==> config.mk <==
export PLATFORM = sky130hd
export DESIGN_NAME = average_directional_index_core
export DESIGN_NICKNAME = d
export VERILOG_FILES = /design/src/rtl/core/adx_pkg.sv /design/src/rtl/core/adx_front.sv /design/src/rtl/core/adx_fifo.sv /design/src/rtl/core/adx_div.sv /design/src/rtl/core/adx_back.sv /design/src/rtl/core/average_directional_index_core.sv
export SDC_FILE = /design/constraint.sdc
export NUM_CORES = 2
export LEC_CHECK = 0
export BUFFER_PORTS_ARGS = -buffer_cell sky130_fd_sc_hd__buf_2
export CORE_ASPECT_RATIO = 1.75
export CORE_UTILIZATION = 50
export CTS_CLUSTER_SIZE = 40
export DETAILED_ROUTE_END_ITERATION = 8
export PLACE_DENSITY_LB_ADDON = 0.25
export RECOVER_POWER = 25
export SYNTH_ARGS = -nofsm -noshare
export SYNTH_HDL_FRONTEND = slang
export SYNTH_SLANG_ARGS = --single-unit
==> constraint.sdc <==
create_clock -name clk -period 9.1 [get_ports clk]
set_input_delay 1.82 -clock clk [delete_from_list [all_inputs] [get_ports clk]]
set_output_delay 1.82 -clock clk [all_outputs]
set_load 0.01 [all_outputs]
==> src/rtl/core/adx_pkg.sv <==
// Shared widths, constants and item types of the average directional index core.
package adx_pkg;

    localparam int PRICE_W        = 32;
    localparam int STATE_W        = 48;
    localparam int PCT_W          = 23;
    localparam int PER_W          = 7;
    localparam int DXS_W          = 32;
    localparam int FRAC_BITS      = 16;
    localparam int MAX_PERIOD_DEF = 64;
    localparam int NUM_W          = STATE_W + PER_W + FRAC_BITS;
    localparam int DEN_W          = STATE_W + 1;
    localparam int QCNT_W         = 6;
    localparam int ITEM_W         = 3 * PRICE_W;

    localparam logic [PER_W-1:0] RESET_PERIOD = 7'd14;
    localparam logic [PCT_W-1:0] PCT_CAP      = PCT_W'(100 << FRAC_BITS);

    // one classified bar on its way from front to back
    typedef struct packed {
        logic               first;
        logic [PRICE_W-1:0] tr;
        logic [PRICE_W-1:0] pdm;
        logic [PRICE_W-1:0] mdm;
    } bar_item_t;

    typedef struct packed {
        logic             start;
        logic             short_q;
        logic [NUM_W-1:0] num;
        logic [DEN_W-1:0] den;
    } div_req_t;

    typedef struct packed {
        logic               busy;
        logic               done;
        logic [STATE_W-1:0] quo;
    } div_rsp_t;

endpackage

==> src/rtl/core/adx_front.sv <==
// Front end: takes bars, forms true range and directional movement, keeps the previous bar.
module adx_front
(
    input  logic                        clk,
    input  logic                        rst_n,
    input  logic                        clr,
    input  logic                        in_valid,
    output logic                        in_ready,
    input  logic [adx_pkg::ITEM_W-1:0]  in_data,
    input  logic                        q_full,
    output logic                        q_push,
    output adx_pkg::bar_item_t          q_item
);

    logic [31:0] h, l, c;
    logic [31:0] last_high_reg, last_low_reg, last_close_reg;
    logic        have_last_reg;
    logic signed [32:0] d_hl, d_hc, d_lc, a_hc, a_lc, m1, m2, up, down;
    logic        up_wins, down_wins;

    assign h = in_data[31:0];
    assign l = in_data[63:32];
    assign c = in_data[95:64];

    assign d_hl = $signed({1'b0, h}) - $signed({1'b0, l});
    assign d_hc = $signed({1'b0, h}) - $signed({1'b0, last_close_reg});
    assign d_lc = $signed({1'b0, l}) - $signed({1'b0, last_close_reg});
    assign a_hc = d_hc[32] ? -d_hc : d_hc;
    assign a_lc = d_lc[32] ? -d_lc : d_lc;
    assign m1   = (a_hc > d_hl) ? a_hc : d_hl;
    assign m2   = (a_lc > m1) ? a_lc : m1;

    assign up        = $signed({1'b0, h}) - $signed({1'b0, last_high_reg});
    assign down      = $signed({1'b0, last_low_reg}) - $signed({1'b0, l});
    assign up_wins   = (up > down) && (up > 33'sd0);
    assign down_wins = !up_wins && (down > up) && (down > 33'sd0);

    assign in_ready     = !q_full;
    assign q_push       = in_valid && !q_full;
    assign q_item.first = !have_last_reg;
    assign q_item.tr    = m2[31:0];
    assign q_item.pdm   = up_wins ? up[31:0] : 32'd0;
    assign q_item.mdm   = down_wins ? down[31:0] : 32'd0;

    always_ff @(posedge clk or negedge rst_n)
    begin
        if (!rst_n)
        begin
            have_last_reg  <= 1'b0;
            last_high_reg  <= '0;
            last_low_reg   <= '0;
            last_close_reg <= '0;
        end
        else if (clr)
        begin
            have_last_reg  <= 1'b0;
            last_high_reg  <= '0;
            last_low_reg   <= '0;
            last_close_reg <= '0;
        end
        else if (q_push)
        begin
            have_last_reg  <= 1'b1;
            last_high_reg  <= h;
            last_low_reg   <= l;
            last_close_reg <= c;
        end
    end

endmodule

==> src/rtl/core/adx_fifo.sv <==
// Two-entry queue between front and back.
module adx_fifo
(
    input  logic               clk,
    input  logic               rst_n,
    input  logic               clr,
    input  logic               push,
    input  adx_pkg::bar_item_t push_item,
    output logic               full,
    input  logic               pop,
    output logic               not_empty,
    output adx_pkg::bar_item_t head_item
);

    adx_pkg::bar_item_t mem_reg [2];
    logic       wp_reg, rp_reg;
    logic [1:0] cnt_reg;

    assign full      = (cnt_reg == 2'd2);
    assign not_empty = (cnt_reg != 2'd0);
    assign head_item = mem_reg[rp_reg];

    always_ff @(posedge clk)
    begin
        if (push)
        begin
            mem_reg[wp_reg] <= push_item;
        end
    end

    always_ff @(posedge clk or negedge rst_n)
    begin
        if (!rst_n)
        begin
            wp_reg  <= 1'b0;
            rp_reg  <= 1'b0;
            cnt_reg <= 2'd0;
        end
        else if (clr)
        begin
            wp_reg  <= 1'b0;
            rp_reg  <= 1'b0;
            cnt_reg <= 2'd0;
        end
        else
        begin
            if (push)
            begin
                wp_reg <= !wp_reg;
            end
            if (pop)
            begin
                rp_reg <= !rp_reg;
            end
            cnt_reg <= cnt_reg + {1'b0, push} - {1'b0, pop};
        end
    end

endmodule

==> src/rtl/core/adx_div.sv <==
// Shared restoring divider, one quotient bit a cycle; 48 or 23 quotient bits.
module adx_div
(
    input  logic              clk,
    input  logic              rst_n,
    input  adx_pkg::div_req_t req,
    output adx_pkg::div_rsp_t rsp
);

    localparam int SW = adx_pkg::STATE_W;
    localparam int PW = adx_pkg::PCT_W;
    localparam int DW = adx_pkg::DEN_W;
    localparam int NW = adx_pkg::NUM_W;

    logic [DW-1:0] rem_reg, den_reg;
    logic [SW-1:0] low_reg, quo_reg;
    logic [adx_pkg::QCNT_W-1:0] cnt_reg;
    logic          busy_reg, done_reg;
    logic [DW:0]   trial;
    logic          ge;

    assign trial = {rem_reg, low_reg[SW-1]};
    assign ge    = (trial >= {1'b0, den_reg});

    assign rsp.busy = busy_reg;
    assign rsp.done = done_reg;
    assign rsp.quo  = quo_reg;

    always_ff @(posedge clk)
    begin
        if (req.start)
        begin
            den_reg <= req.den;
            quo_reg <= '0;
            if (req.short_q)
            begin
                rem_reg <= DW'(req.num[NW-1:PW]);
                low_reg <= {req.num[PW-1:0], {(SW-PW){1'b0}}};
            end
            else
            begin
                rem_reg <= DW'(req.num[NW-1:SW]);
                low_reg <= req.num[SW-1:0];
            end
        end
        else if (busy_reg)
        begin
            rem_reg <= ge ? DW'(trial - {1'b0, den_reg}) : DW'(trial);
            low_reg <= {low_reg[SW-2:0], 1'b0};
            quo_reg <= {quo_reg[SW-2:0], ge};
        end
    end

    always_ff @(posedge clk or negedge rst_n)
    begin
        if (!rst_n)
        begin
            busy_reg <= 1'b0;
            done_reg <= 1'b0;
            cnt_reg  <= '0;
        end
        else
        begin
            done_reg <= 1'b0;
            if (req.start)
            begin
                busy_reg <= 1'b1;
                cnt_reg  <= req.short_q ? adx_pkg::QCNT_W'(PW) : adx_pkg::QCNT_W'(SW);
            end
            else if (busy_reg)
            begin
                cnt_reg <= cnt_reg - 1'b1;
                if (cnt_reg == adx_pkg::QCNT_W'(1))
                begin
                    busy_reg <= 1'b0;
                    done_reg <= 1'b1;
                end
            end
        end
    end

endmodule

==> src/rtl/core/adx_back.sv <==
// Back end: smoothing, DI/DX/ADX sequencing on the shared divider, result register.
module adx_back
(
    input  logic                       clk,
    input  logic                       rst_n,
    input  logic                       clr,
    input  logic [adx_pkg::PER_W-1:0]  period,
    input  logic                       q_valid,
    input  adx_pkg::bar_item_t         q_item,
    output logic                       q_pop,
    output logic                       out_valid,
    input  logic                       out_ready,
    output logic [95:0]                out_data
);

    localparam int SW = adx_pkg::STATE_W;
    localparam int PW = adx_pkg::PCT_W;
    localparam int NW = adx_pkg::NUM_W;
    localparam int DW = adx_pkg::DEN_W;
    localparam int KW = adx_pkg::PER_W;

    typedef enum logic [6:0] {
        S_IDLE   = 7'b0000001,
        S_SMOOTH = 7'b0000010,
        S_DI     = 7'b0000100,
        S_RATIO  = 7'b0001000,
        S_DX     = 7'b0010000,
        S_DXDIV  = 7'b0100000,
        S_OUT    = 7'b1000000
    } state_t;

    state_t state_reg, state_next;
    adx_pkg::bar_item_t it_reg, it_next;
    logic [SW-1:0] rs_reg, rs_next, ps_reg, ps_next, ms_reg, ms_next;
    logic [KW-1:0] cnt_reg, cnt_next, dxc_reg, dxc_next;
    logic [adx_pkg::DXS_W-1:0] ds_reg, ds_next;
    logic          seeded_reg, seeded_next, seed_reg, seed_next;
    logic          issued_reg, issued_next, diok_reg, diok_next;
    logic [1:0]    j_reg, j_next;
    logic [PW-1:0] pdi_reg, pdi_next, mdi_reg, mdi_next, dx_reg, dx_next;
    logic          ov_reg, ov_next;
    logic [95:0]   od_reg, od_next;

    adx_pkg::div_req_t dreq;
    adx_pkg::div_rsp_t drsp;

    logic [KW-1:0]    pm1;
    logic [SW-1:0]    s_sel, a_sel;
    logic [31:0]      x_sel;
    logic [DW-1:0]    b_sel, dm_sum;
    logic [SW-1:0]    dm_diff;
    logic [SW+KW-1:0] s_prod, a_prod;
    logic [NW-1:0]    smooth_num, ratio_num, dx_num;
    logic             ratio_zero, ratio_cap, ratio_trivial;
    logic [PW-1:0]    ratio_res;
    logic [1:0]       dir;
    logic             adx_ok;

    assign pm1 = period - 1'b1;

    always_comb
    begin
        case (j_reg)
            2'd0:    begin s_sel = rs_reg; x_sel = it_reg.tr;  end
            2'd1:    begin s_sel = ps_reg; x_sel = it_reg.pdm; end
            default: begin s_sel = ms_reg; x_sel = it_reg.mdm; end
        endcase
    end
    assign s_prod     = s_sel * pm1;
    assign smooth_num = seed_reg ? (NW'(s_sel) << adx_pkg::FRAC_BITS)
                                 : NW'(s_prod) + (NW'(x_sel) << adx_pkg::FRAC_BITS);

    assign dm_sum  = {1'b0, ps_reg} + {1'b0, ms_reg};
    assign dm_diff = (ps_reg > ms_reg) ? ps_reg - ms_reg : ms_reg - ps_reg;
    always_comb
    begin
        case (j_reg)
            2'd0:    begin a_sel = ps_reg;  b_sel = {1'b0, rs_reg}; end
            2'd1:    begin a_sel = ms_reg;  b_sel = {1'b0, rs_reg}; end
            default: begin a_sel = dm_diff; b_sel = dm_sum;         end
        endcase
    end
    assign a_prod        = a_sel * 7'd100;
    assign ratio_num     = {a_prod, {adx_pkg::FRAC_BITS{1'b0}}};
    assign ratio_zero    = (j_reg == 2'd2) && (dm_sum == '0);
    assign ratio_cap     = ({1'b0, a_sel} >= b_sel);
    assign ratio_trivial = ratio_zero || ratio_cap;
    assign ratio_res     = ratio_zero ? '0 : adx_pkg::PCT_CAP;

    assign dx_num = seed_reg ? NW'(ds_reg) : NW'(ds_reg * pm1) + NW'(dx_reg);

    always_comb
    begin
        dreq.start   = !issued_reg && ((state_reg == S_SMOOTH) || (state_reg == S_DXDIV)
                       || ((state_reg == S_RATIO) && !ratio_trivial));
        dreq.short_q = (state_reg != S_SMOOTH);
        dreq.den     = (state_reg == S_RATIO) ? b_sel : DW'(period);
        case (state_reg)
            S_SMOOTH: dreq.num = smooth_num;
            S_RATIO:  dreq.num = ratio_num;
            default:  dreq.num = dx_num;
        endcase
    end

    adx_div u_div
    (
        .clk   (clk),
        .rst_n (rst_n),
        .req   (dreq),
        .rsp   (drsp)
    );

    assign dir    = !diok_reg ? 2'b00 : (ps_reg > ms_reg) ? 2'b01
                  : (ms_reg > ps_reg) ? 2'b11 : 2'b00;
    assign adx_ok = diok_reg && seeded_reg;

    always_comb
    begin
        state_next  = state_reg;
        it_next     = it_reg;
        rs_next     = rs_reg;
        ps_next     = ps_reg;
        ms_next     = ms_reg;
        cnt_next    = cnt_reg;
        dxc_next    = dxc_reg;
        ds_next     = ds_reg;
        seeded_next = seeded_reg;
        seed_next   = seed_reg;
        issued_next = issued_reg;
        diok_next   = diok_reg;
        j_next      = j_reg;
        pdi_next    = pdi_reg;
        mdi_next    = mdi_reg;
        dx_next     = dx_reg;
        ov_next     = ov_reg && !out_ready;
        od_next     = od_reg;
        q_pop       = 1'b0;
        if (dreq.start)
        begin
            issued_next = 1'b1;
        end
        unique case (state_reg)
            S_IDLE:
            begin
                if (q_valid)
                begin
                    q_pop     = 1'b1;
                    it_next   = q_item;
                    diok_next = 1'b0;
                    j_next    = 2'd0;
                    if (q_item.first)
                    begin
                        state_next = S_OUT;
                    end
                    else if (cnt_reg < period)
                    begin
                        rs_next  = rs_reg + SW'(q_item.tr);
                        ps_next  = ps_reg + SW'(q_item.pdm);
                        ms_next  = ms_reg + SW'(q_item.mdm);
                        cnt_next = cnt_reg + 1'b1;
                        seed_next = 1'b1;
                        state_next = ({1'b0, cnt_reg} + 8'd1 >= {1'b0, period})
                                   ? S_SMOOTH : S_OUT;
                    end
                    else
                    begin
                        seed_next  = 1'b0;
                        state_next = S_SMOOTH;
                    end
                end
            end
            S_SMOOTH:
            begin
                if (drsp.done)
                begin
                    issued_next = 1'b0;
                    case (j_reg)
                        2'd0:    rs_next = drsp.quo;
                        2'd1:    ps_next = drsp.quo;
                        default: ms_next = drsp.quo;
                    endcase
                    j_next = j_reg + 1'b1;
                    if (j_reg == 2'd2)
                    begin
                        j_next     = 2'd0;
                        state_next = S_DI;
                    end
                end
            end
            S_DI:
            begin
                state_next = (rs_reg != '0) ? S_RATIO : S_OUT;
            end
            S_RATIO:
            begin
                if (ratio_trivial || drsp.done)
                begin
                    issued_next = 1'b0;
                    case (j_reg)
                        2'd0:    pdi_next = ratio_trivial ? ratio_res : drsp.quo[PW-1:0];
                        2'd1:    mdi_next = ratio_trivial ? ratio_res : drsp.quo[PW-1:0];
                        default: dx_next  = ratio_trivial ? ratio_res : drsp.quo[PW-1:0];
                    endcase
                    j_next = j_reg + 1'b1;
                    if (j_reg == 2'd2)
                    begin
                        j_next     = 2'd0;
                        state_next = S_DX;
                    end
                end
            end
            S_DX:
            begin
                diok_next = 1'b1;
                if (dxc_reg < period)
                begin
                    ds_next    = ds_reg + adx_pkg::DXS_W'(dx_reg);
                    dxc_next   = dxc_reg + 1'b1;
                    seed_next  = 1'b1;
                    state_next = ({1'b0, dxc_reg} + 8'd1 >= {1'b0, period}) ? S_DXDIV : S_OUT;
                end
                else
                begin
                    seed_next  = 1'b0;
                    state_next = S_DXDIV;
                end
            end
            S_DXDIV:
            begin
                if (drsp.done)
                begin
                    issued_next = 1'b0;
                    ds_next     = drsp.quo[adx_pkg::DXS_W-1:0];
                    if (seed_reg)
                    begin
                        seeded_next = 1'b1;
                    end
                    state_next = S_OUT;
                end
            end
            S_OUT:
            begin
                if (!ov_reg || out_ready)
                begin
                    ov_next = 1'b1;
                    od_next = {dir, adx_ok,
                               adx_ok ? ds_reg[PW-1:0] : {PW{1'b0}},
                               diok_reg ? dx_reg : {PW{1'b0}},
                               diok_reg,
                               diok_reg ? mdi_reg : {PW{1'b0}},
                               diok_reg ? pdi_reg : {PW{1'b0}}};
                    state_next = S_IDLE;
                end
            end
            default:
            begin
                state_next = S_IDLE;
            end
        endcase
        if (clr)
        begin
            state_next  = S_IDLE;
            rs_next     = '0;
            ps_next     = '0;
            ms_next     = '0;
            cnt_next    = '0;
            dxc_next    = '0;
            ds_next     = '0;
            seeded_next = 1'b0;
            issued_next = 1'b0;
            ov_next     = 1'b0;
        end
    end

    assign out_valid = ov_reg;
    assign out_data  = od_reg;

    always_ff @(posedge clk)
    begin
        it_reg   <= it_next;
        seed_reg <= seed_next;
        diok_reg <= diok_next;
        j_reg    <= j_next;
        pdi_reg  <= pdi_next;
        mdi_reg  <= mdi_next;
        dx_reg   <= dx_next;
        od_reg   <= od_next;
    end

    always_ff @(posedge clk or negedge rst_n)
    begin
        if (!rst_n)
        begin
            state_reg  <= S_IDLE;
            rs_reg     <= '0;
            ps_reg     <= '0;
            ms_reg     <= '0;
            cnt_reg    <= '0;
            dxc_reg    <= '0;
            ds_reg     <= '0;
            seeded_reg <= 1'b0;
            issued_reg <= 1'b0;
            ov_reg     <= 1'b0;
        end
        else
        begin
            state_reg  <= state_next;
            rs_reg     <= rs_next;
            ps_reg     <= ps_next;
            ms_reg     <= ms_next;
            cnt_reg    <= cnt_next;
            dxc_reg    <= dxc_next;
            ds_reg     <= ds_next;
            seeded_reg <= seeded_next;
            issued_reg <= issued_next;
            ov_reg     <= ov_next;
        end
    end

endmodule

==> src/rtl/core/average_directional_index_core.sv <==
// Top level of the Wilder average directional index core.
// One bar (high, low, close) in, one result item out per bar. The front classifies a bar in
// the cycle it is taken and parks it in a two-item queue; the back smooths TR, +DM and -DM and
// forms +DI, -DI, DX and ADX. All divisions share one restoring divider that retires one
// quotient bit a cycle. A smoothing or seed step holds the back for the divider's start, 48
// quotient bits and done, and a DI/DX ratio or ADX step for its start, 23 bits and done. A bar
// after the seed takes the back through three smoothing steps, the DI check, three ratios and
// the DX update, then the ADX division once DX is seeded; a ratio that is zero or capped skips
// the divider, and a bar with DI invalid stops after the smoothing. The first bar and bars
// before the seed go from idle straight to output; the back takes one bar at a time.
// Writing smoothing_period clears front, queue and back as reset does; write it only while idle.
// Period 0 acts as 1, periods above MAX_PERIOD act as MAX_PERIOD.
// Results are Q.16 percent, floor rounded, DI capped at 100 percent.
module average_directional_index_core
(
    input  logic        clk,
    input  logic        rst_n,
    input  logic        cfg_we,
    input  logic [6:0]  cfg_wdata,     // smoothing_period
    input  logic        s_axis_tvalid,
    output logic        s_axis_tready,
    input  logic [95:0] s_axis_tdata,  // high_price[31:0], low_price[63:32], close_price[95:64]
    output logic        m_axis_tvalid,
    input  logic        m_axis_tready,
    output logic [95:0] m_axis_tdata   // plus_di[22:0], neg_di[45:23], di_valid[46],
                                       // dx_value[69:47], adx_level[92:70], adx_valid[93],
                                       // trend_direction[95:94]
);

    localparam logic [8:0] MAXP = 9'(adx_pkg::MAX_PERIOD_DEF);

    logic [adx_pkg::PER_W-1:0] period_reg, eff_period;
    logic                      q_push, q_full, q_pop, q_valid;
    adx_pkg::bar_item_t        push_item, head_item;

    // effective period: zero acts as one, clamp at MAX_PERIOD
    assign eff_period = (period_reg == '0) ? adx_pkg::PER_W'(1)
                      : ({2'b00, period_reg} > MAXP) ? MAXP[adx_pkg::PER_W-1:0]
                      : period_reg;

    always_ff @(posedge clk or negedge rst_n)
    begin
        if (!rst_n)
        begin
            period_reg <= adx_pkg::RESET_PERIOD;
        end
        else if (cfg_we)
        begin
            period_reg <= cfg_wdata;
        end
    end

    adx_front u_front
    (
        .clk      (clk),
        .rst_n    (rst_n),
        .clr      (cfg_we),
        .in_valid (s_axis_tvalid),
        .in_ready (s_axis_tready),
        .in_data  (s_axis_tdata),
        .q_full   (q_full),
        .q_push   (q_push),
        .q_item   (push_item)
    );

    adx_fifo u_fifo
    (
        .clk       (clk),
        .rst_n     (rst_n),
        .clr       (cfg_we),
        .push      (q_push),
        .push_item (push_item),
        .full      (q_full),
        .pop       (q_pop),
        .not_empty (q_valid),
        .head_item (head_item)
    );

    adx_back u_back
    (
        .clk       (clk),
        .rst_n     (rst_n),
        .clr       (cfg_we),
        .period    (eff_period),
        .q_valid   (q_valid),
        .q_item    (head_item),
        .q_pop     (q_pop),
        .out_valid (m_axis_tvalid),
        .out_ready (m_axis_tready),
        .out_data  (m_axis_tdata)
    );

endmodule

==> metrics.yaml <==
fin_tns_setup_ns: -42.22
die_w_um: 334.8
synth-edff-count: 605
crit_required_ns: 9.61
criticalPathCategory: "in2reg"
hold_start: "u_back.u_div.quo_reg[46]"
finalCritPeriodShare_pct: 107.1
via_per_inst: 6.185
fin_ws_ns: -0.6419
fin_skew_ns: 0.03946
drv_slew: 564
reg2reg_to: "u_back.pdi_reg[22]"
mostFrequentLayoutCell: "buf_4"
cap_violations: 13
syn2layout_area_growth_pct: 18.78
synthArstFlopShare_pct: 32.61
min_path_cells: 2
grt_pass1_vias: 95910
worstRegToRegCells: 37
synth_top_family_by_area: "adder cells"
synth.cell_area_um2: 96890
clockRootBuffer: "clkbuf_16"
clockBufferDepth: 3
slowest_delay_ns: 0.58
yosys-top-cells-area: "edfxtp_1, ha_1, fa_1, dfrtp_1, a21oi_1"
hpwlAfterDp_mm: 337.0
muxShareOfSynthArea_pct: 3.009
synthXorXnorAreaFrac_pct: 5.180
yosysWarningCount: 0
syn_nets: 12610
largest_reg_flops: 194
yosys.area_share.simple_pct: 16.24
die_y_um: 584.3
slowest_stage: "or4_4"
netlist_instances: 11040
antenna_left: 0
drc: 0
synth_ff_type: "edfxtp_1"
rsz0062_at_grt: "yes"
nFillCells: 17120
drtIter0Drc: 6911
grt_max_degree: 115
worstSetupStartpointType: "input pin"
grt_usage_pct: 42.49
crit_top_cell: "buf_4"
worstSkewPairLatency_ns: 0.79
port_buffers: 205
placed_area_um2: 110200
gp_congestion: 1.108
vias: 92490
core_um2: 192400
htreeDepth: 3
synth_fa_ha_area_share_pct: 22.62
die-area_um2: 195600
dr.pass1.iters: 9
crit_path_end_kind: "register"
hold_class: "reg2reg"
setup_viol: 168
synth_area_leader_cell: "edfxtp_1"
tightest_slew_ns: 5.177
num_io_pins: 206
min_to: "u_back.rs_reg[46]"
synth_cell_type_count: 110
status: "finished with violations"
slew_headroom_pct: -245.2
start_util_pct: 50.35
final_cell_area_um2: 115100
num_rows: 213
cts_tree: "built"
violations: "capacitance limit, slew limit, setup timing"
drive_gt1_share_pct: 16.78
critPathArrivalTime_ns: 10.25
synth_compound_area_share_pct: 19.19
syn_avg_cell_area_um2: 8.775
nNetsFinal: 13840
r2r-start: "u_back.ps_reg[42]"
grt-ovfl-total: 0
mostFrequentLayoutCells: "buf_4, nand2_1, inv_1"
wl_mm: 418.8
synth_top_area_share_pct: 18.75
cts_buffers: 96
path_clk_slew_ns: 0.07
antenna_found_initial: 25
r2r_slack_ns: -0.12
post-place-ws_ns: -2.172
routedWlPerCell_um: 28.01
cts_sinks: 969
critPathMaxFanout: 6
fmax_mhz: 102.6
final_hold_viol_count: 0
layout_min_cycle_time_ns: 9.742
grt_pass1_wl_mm: 607.3
yosysSeqAreaShare_pct: 27.91
ys_ff_latch: 969
## routing by layer
| layer | wire (um) | share of wire, % | track usage (%) |
|---|---|---|---|
| met1 | 129400 | 31 | 38.86 |
| met2 | 205400 | 49 | 74.02 |
| met3 | 26170 | 6.2 | 8.733 |
| met4 | 57810 | 14 | 47.72 |
| met5 | 70 | 0.017 | 0 |
## cell usage after synthesis, types with 60 or more instances
master,count
and2_1,277
nand2_1,1198
a31oi_1,72
nor2b_1,167
nand3_1,165
xor2_1,222
a22oi_1,111
nand2b_1,114
clkbuf_1,405
xnor2_1,351
and3_1,94
o21bai_1,123
a22o_1,63
nand4_1,113
o211ai_1,64
o21ai_0,631
o31ai_1,60
inv_1,974
ha_1,968
mux2_2,114
nor4_1,61
a211oi_1,80
dfrtp_1,312
nor3_1,142
a21o_1,286
o21a_1,94
edfxtp_1,605
nor2_1,829
mux2i_1,139
fa_1,490
a21oi_1,962
## cell type report
cell class                      count  area, um2  share of cell area (%)
Clock inverter                     67      793.3                  0.6893
Sequential cell                   969      27040                   23.50
Tap cell                         2580       3228                   2.805
Timing Repair Buffer             1626      12460                   10.82
Inverter                          986       3720                   3.232
Multi-Input combinational cell   8593      65270                   56.71
Clock buffer                      112       2524                   2.193
Antenna cell                       20      50.05                 0.04349
## through the flow
| step | cells | hold WS (ns) | utilization (%) |
|---|---|---|---|
| floorplan | 11040 | 0.4499 | - |
| global placement | 14700 | 0.4993 | 57.25 |
| detailed placement | 14700 | 0.5034 | 57.25 |
| CTS | 14900 | 0.5026 | 59.38 |
| global route | 14940 | 0.5266 | 59.79 |
| finish | 14950 | 0.5094 | 59.81 |
## critical path, delay by kind of cell
| kind | cells | cell delay [ns] |
|---|---|---|
| buffers and inverters | 11 | 1.47 |
| multiplexers | 2 | 0.46 |
| AO/OA/AOI/OAI | 13 | 1.95 |
| AND/OR/NAND/NOR | 17 | 3.14 |
| adder cells (fa/ha/maj) | 4 | 1.05 |
| XOR/XNOR | 2 | 0.29 |
## cells by family (layout without fill, tap and decap cells)
family                     count (synthesis)  in the layout
muxes                                    269            269
xor gates and xnor gates                 573            573
adders and majority gates               1458           1458
other                                      0             20
AOI/OAI and AO/OA                       2942           2942
DFF                                      969            969
buffers and inverters                   1479           2791
and+or+nand+nor                         3351           3351
## what timing repair did
item | in CTS | in global routing
setup buffers | 21 | 25
pin swaps | 32 | 52
hold buffers | 0 | 0
setup endpoints to repair | 302 | 498
cloned | 6 | 1
resized for setup | 126 | 131
hold endpoints to repair | 0 | 0
## worst max path at each step
| stage | endpoint | startpoint | slack, ns |
|---|---|---|---|
| final | u_fifo.mem_reg[1][76] | s_axis_tdata[0] | -0.64 |
| after detailed placement | u_fifo.mem_reg[1][64] | s_axis_tdata[0] | -2.17 |
| after global routing | u_fifo.mem_reg[1][76] | s_axis_tdata[5] | -0.79 |
| after CTS | u_fifo.mem_reg[1][88] | s_axis_tdata[0] | -0.45 |
| after floorplan | u_back.u_div.low_reg[0] | u_back.ms_reg[47] | 0.004 |
| after global placement | u_fifo.mem_reg[0][64] | s_axis_tdata[0] | -2.18 |
Power is left out: the tool's default activity adds up to more than one toggle a clock period on the data nets, which glitch-free logic cannot reach.
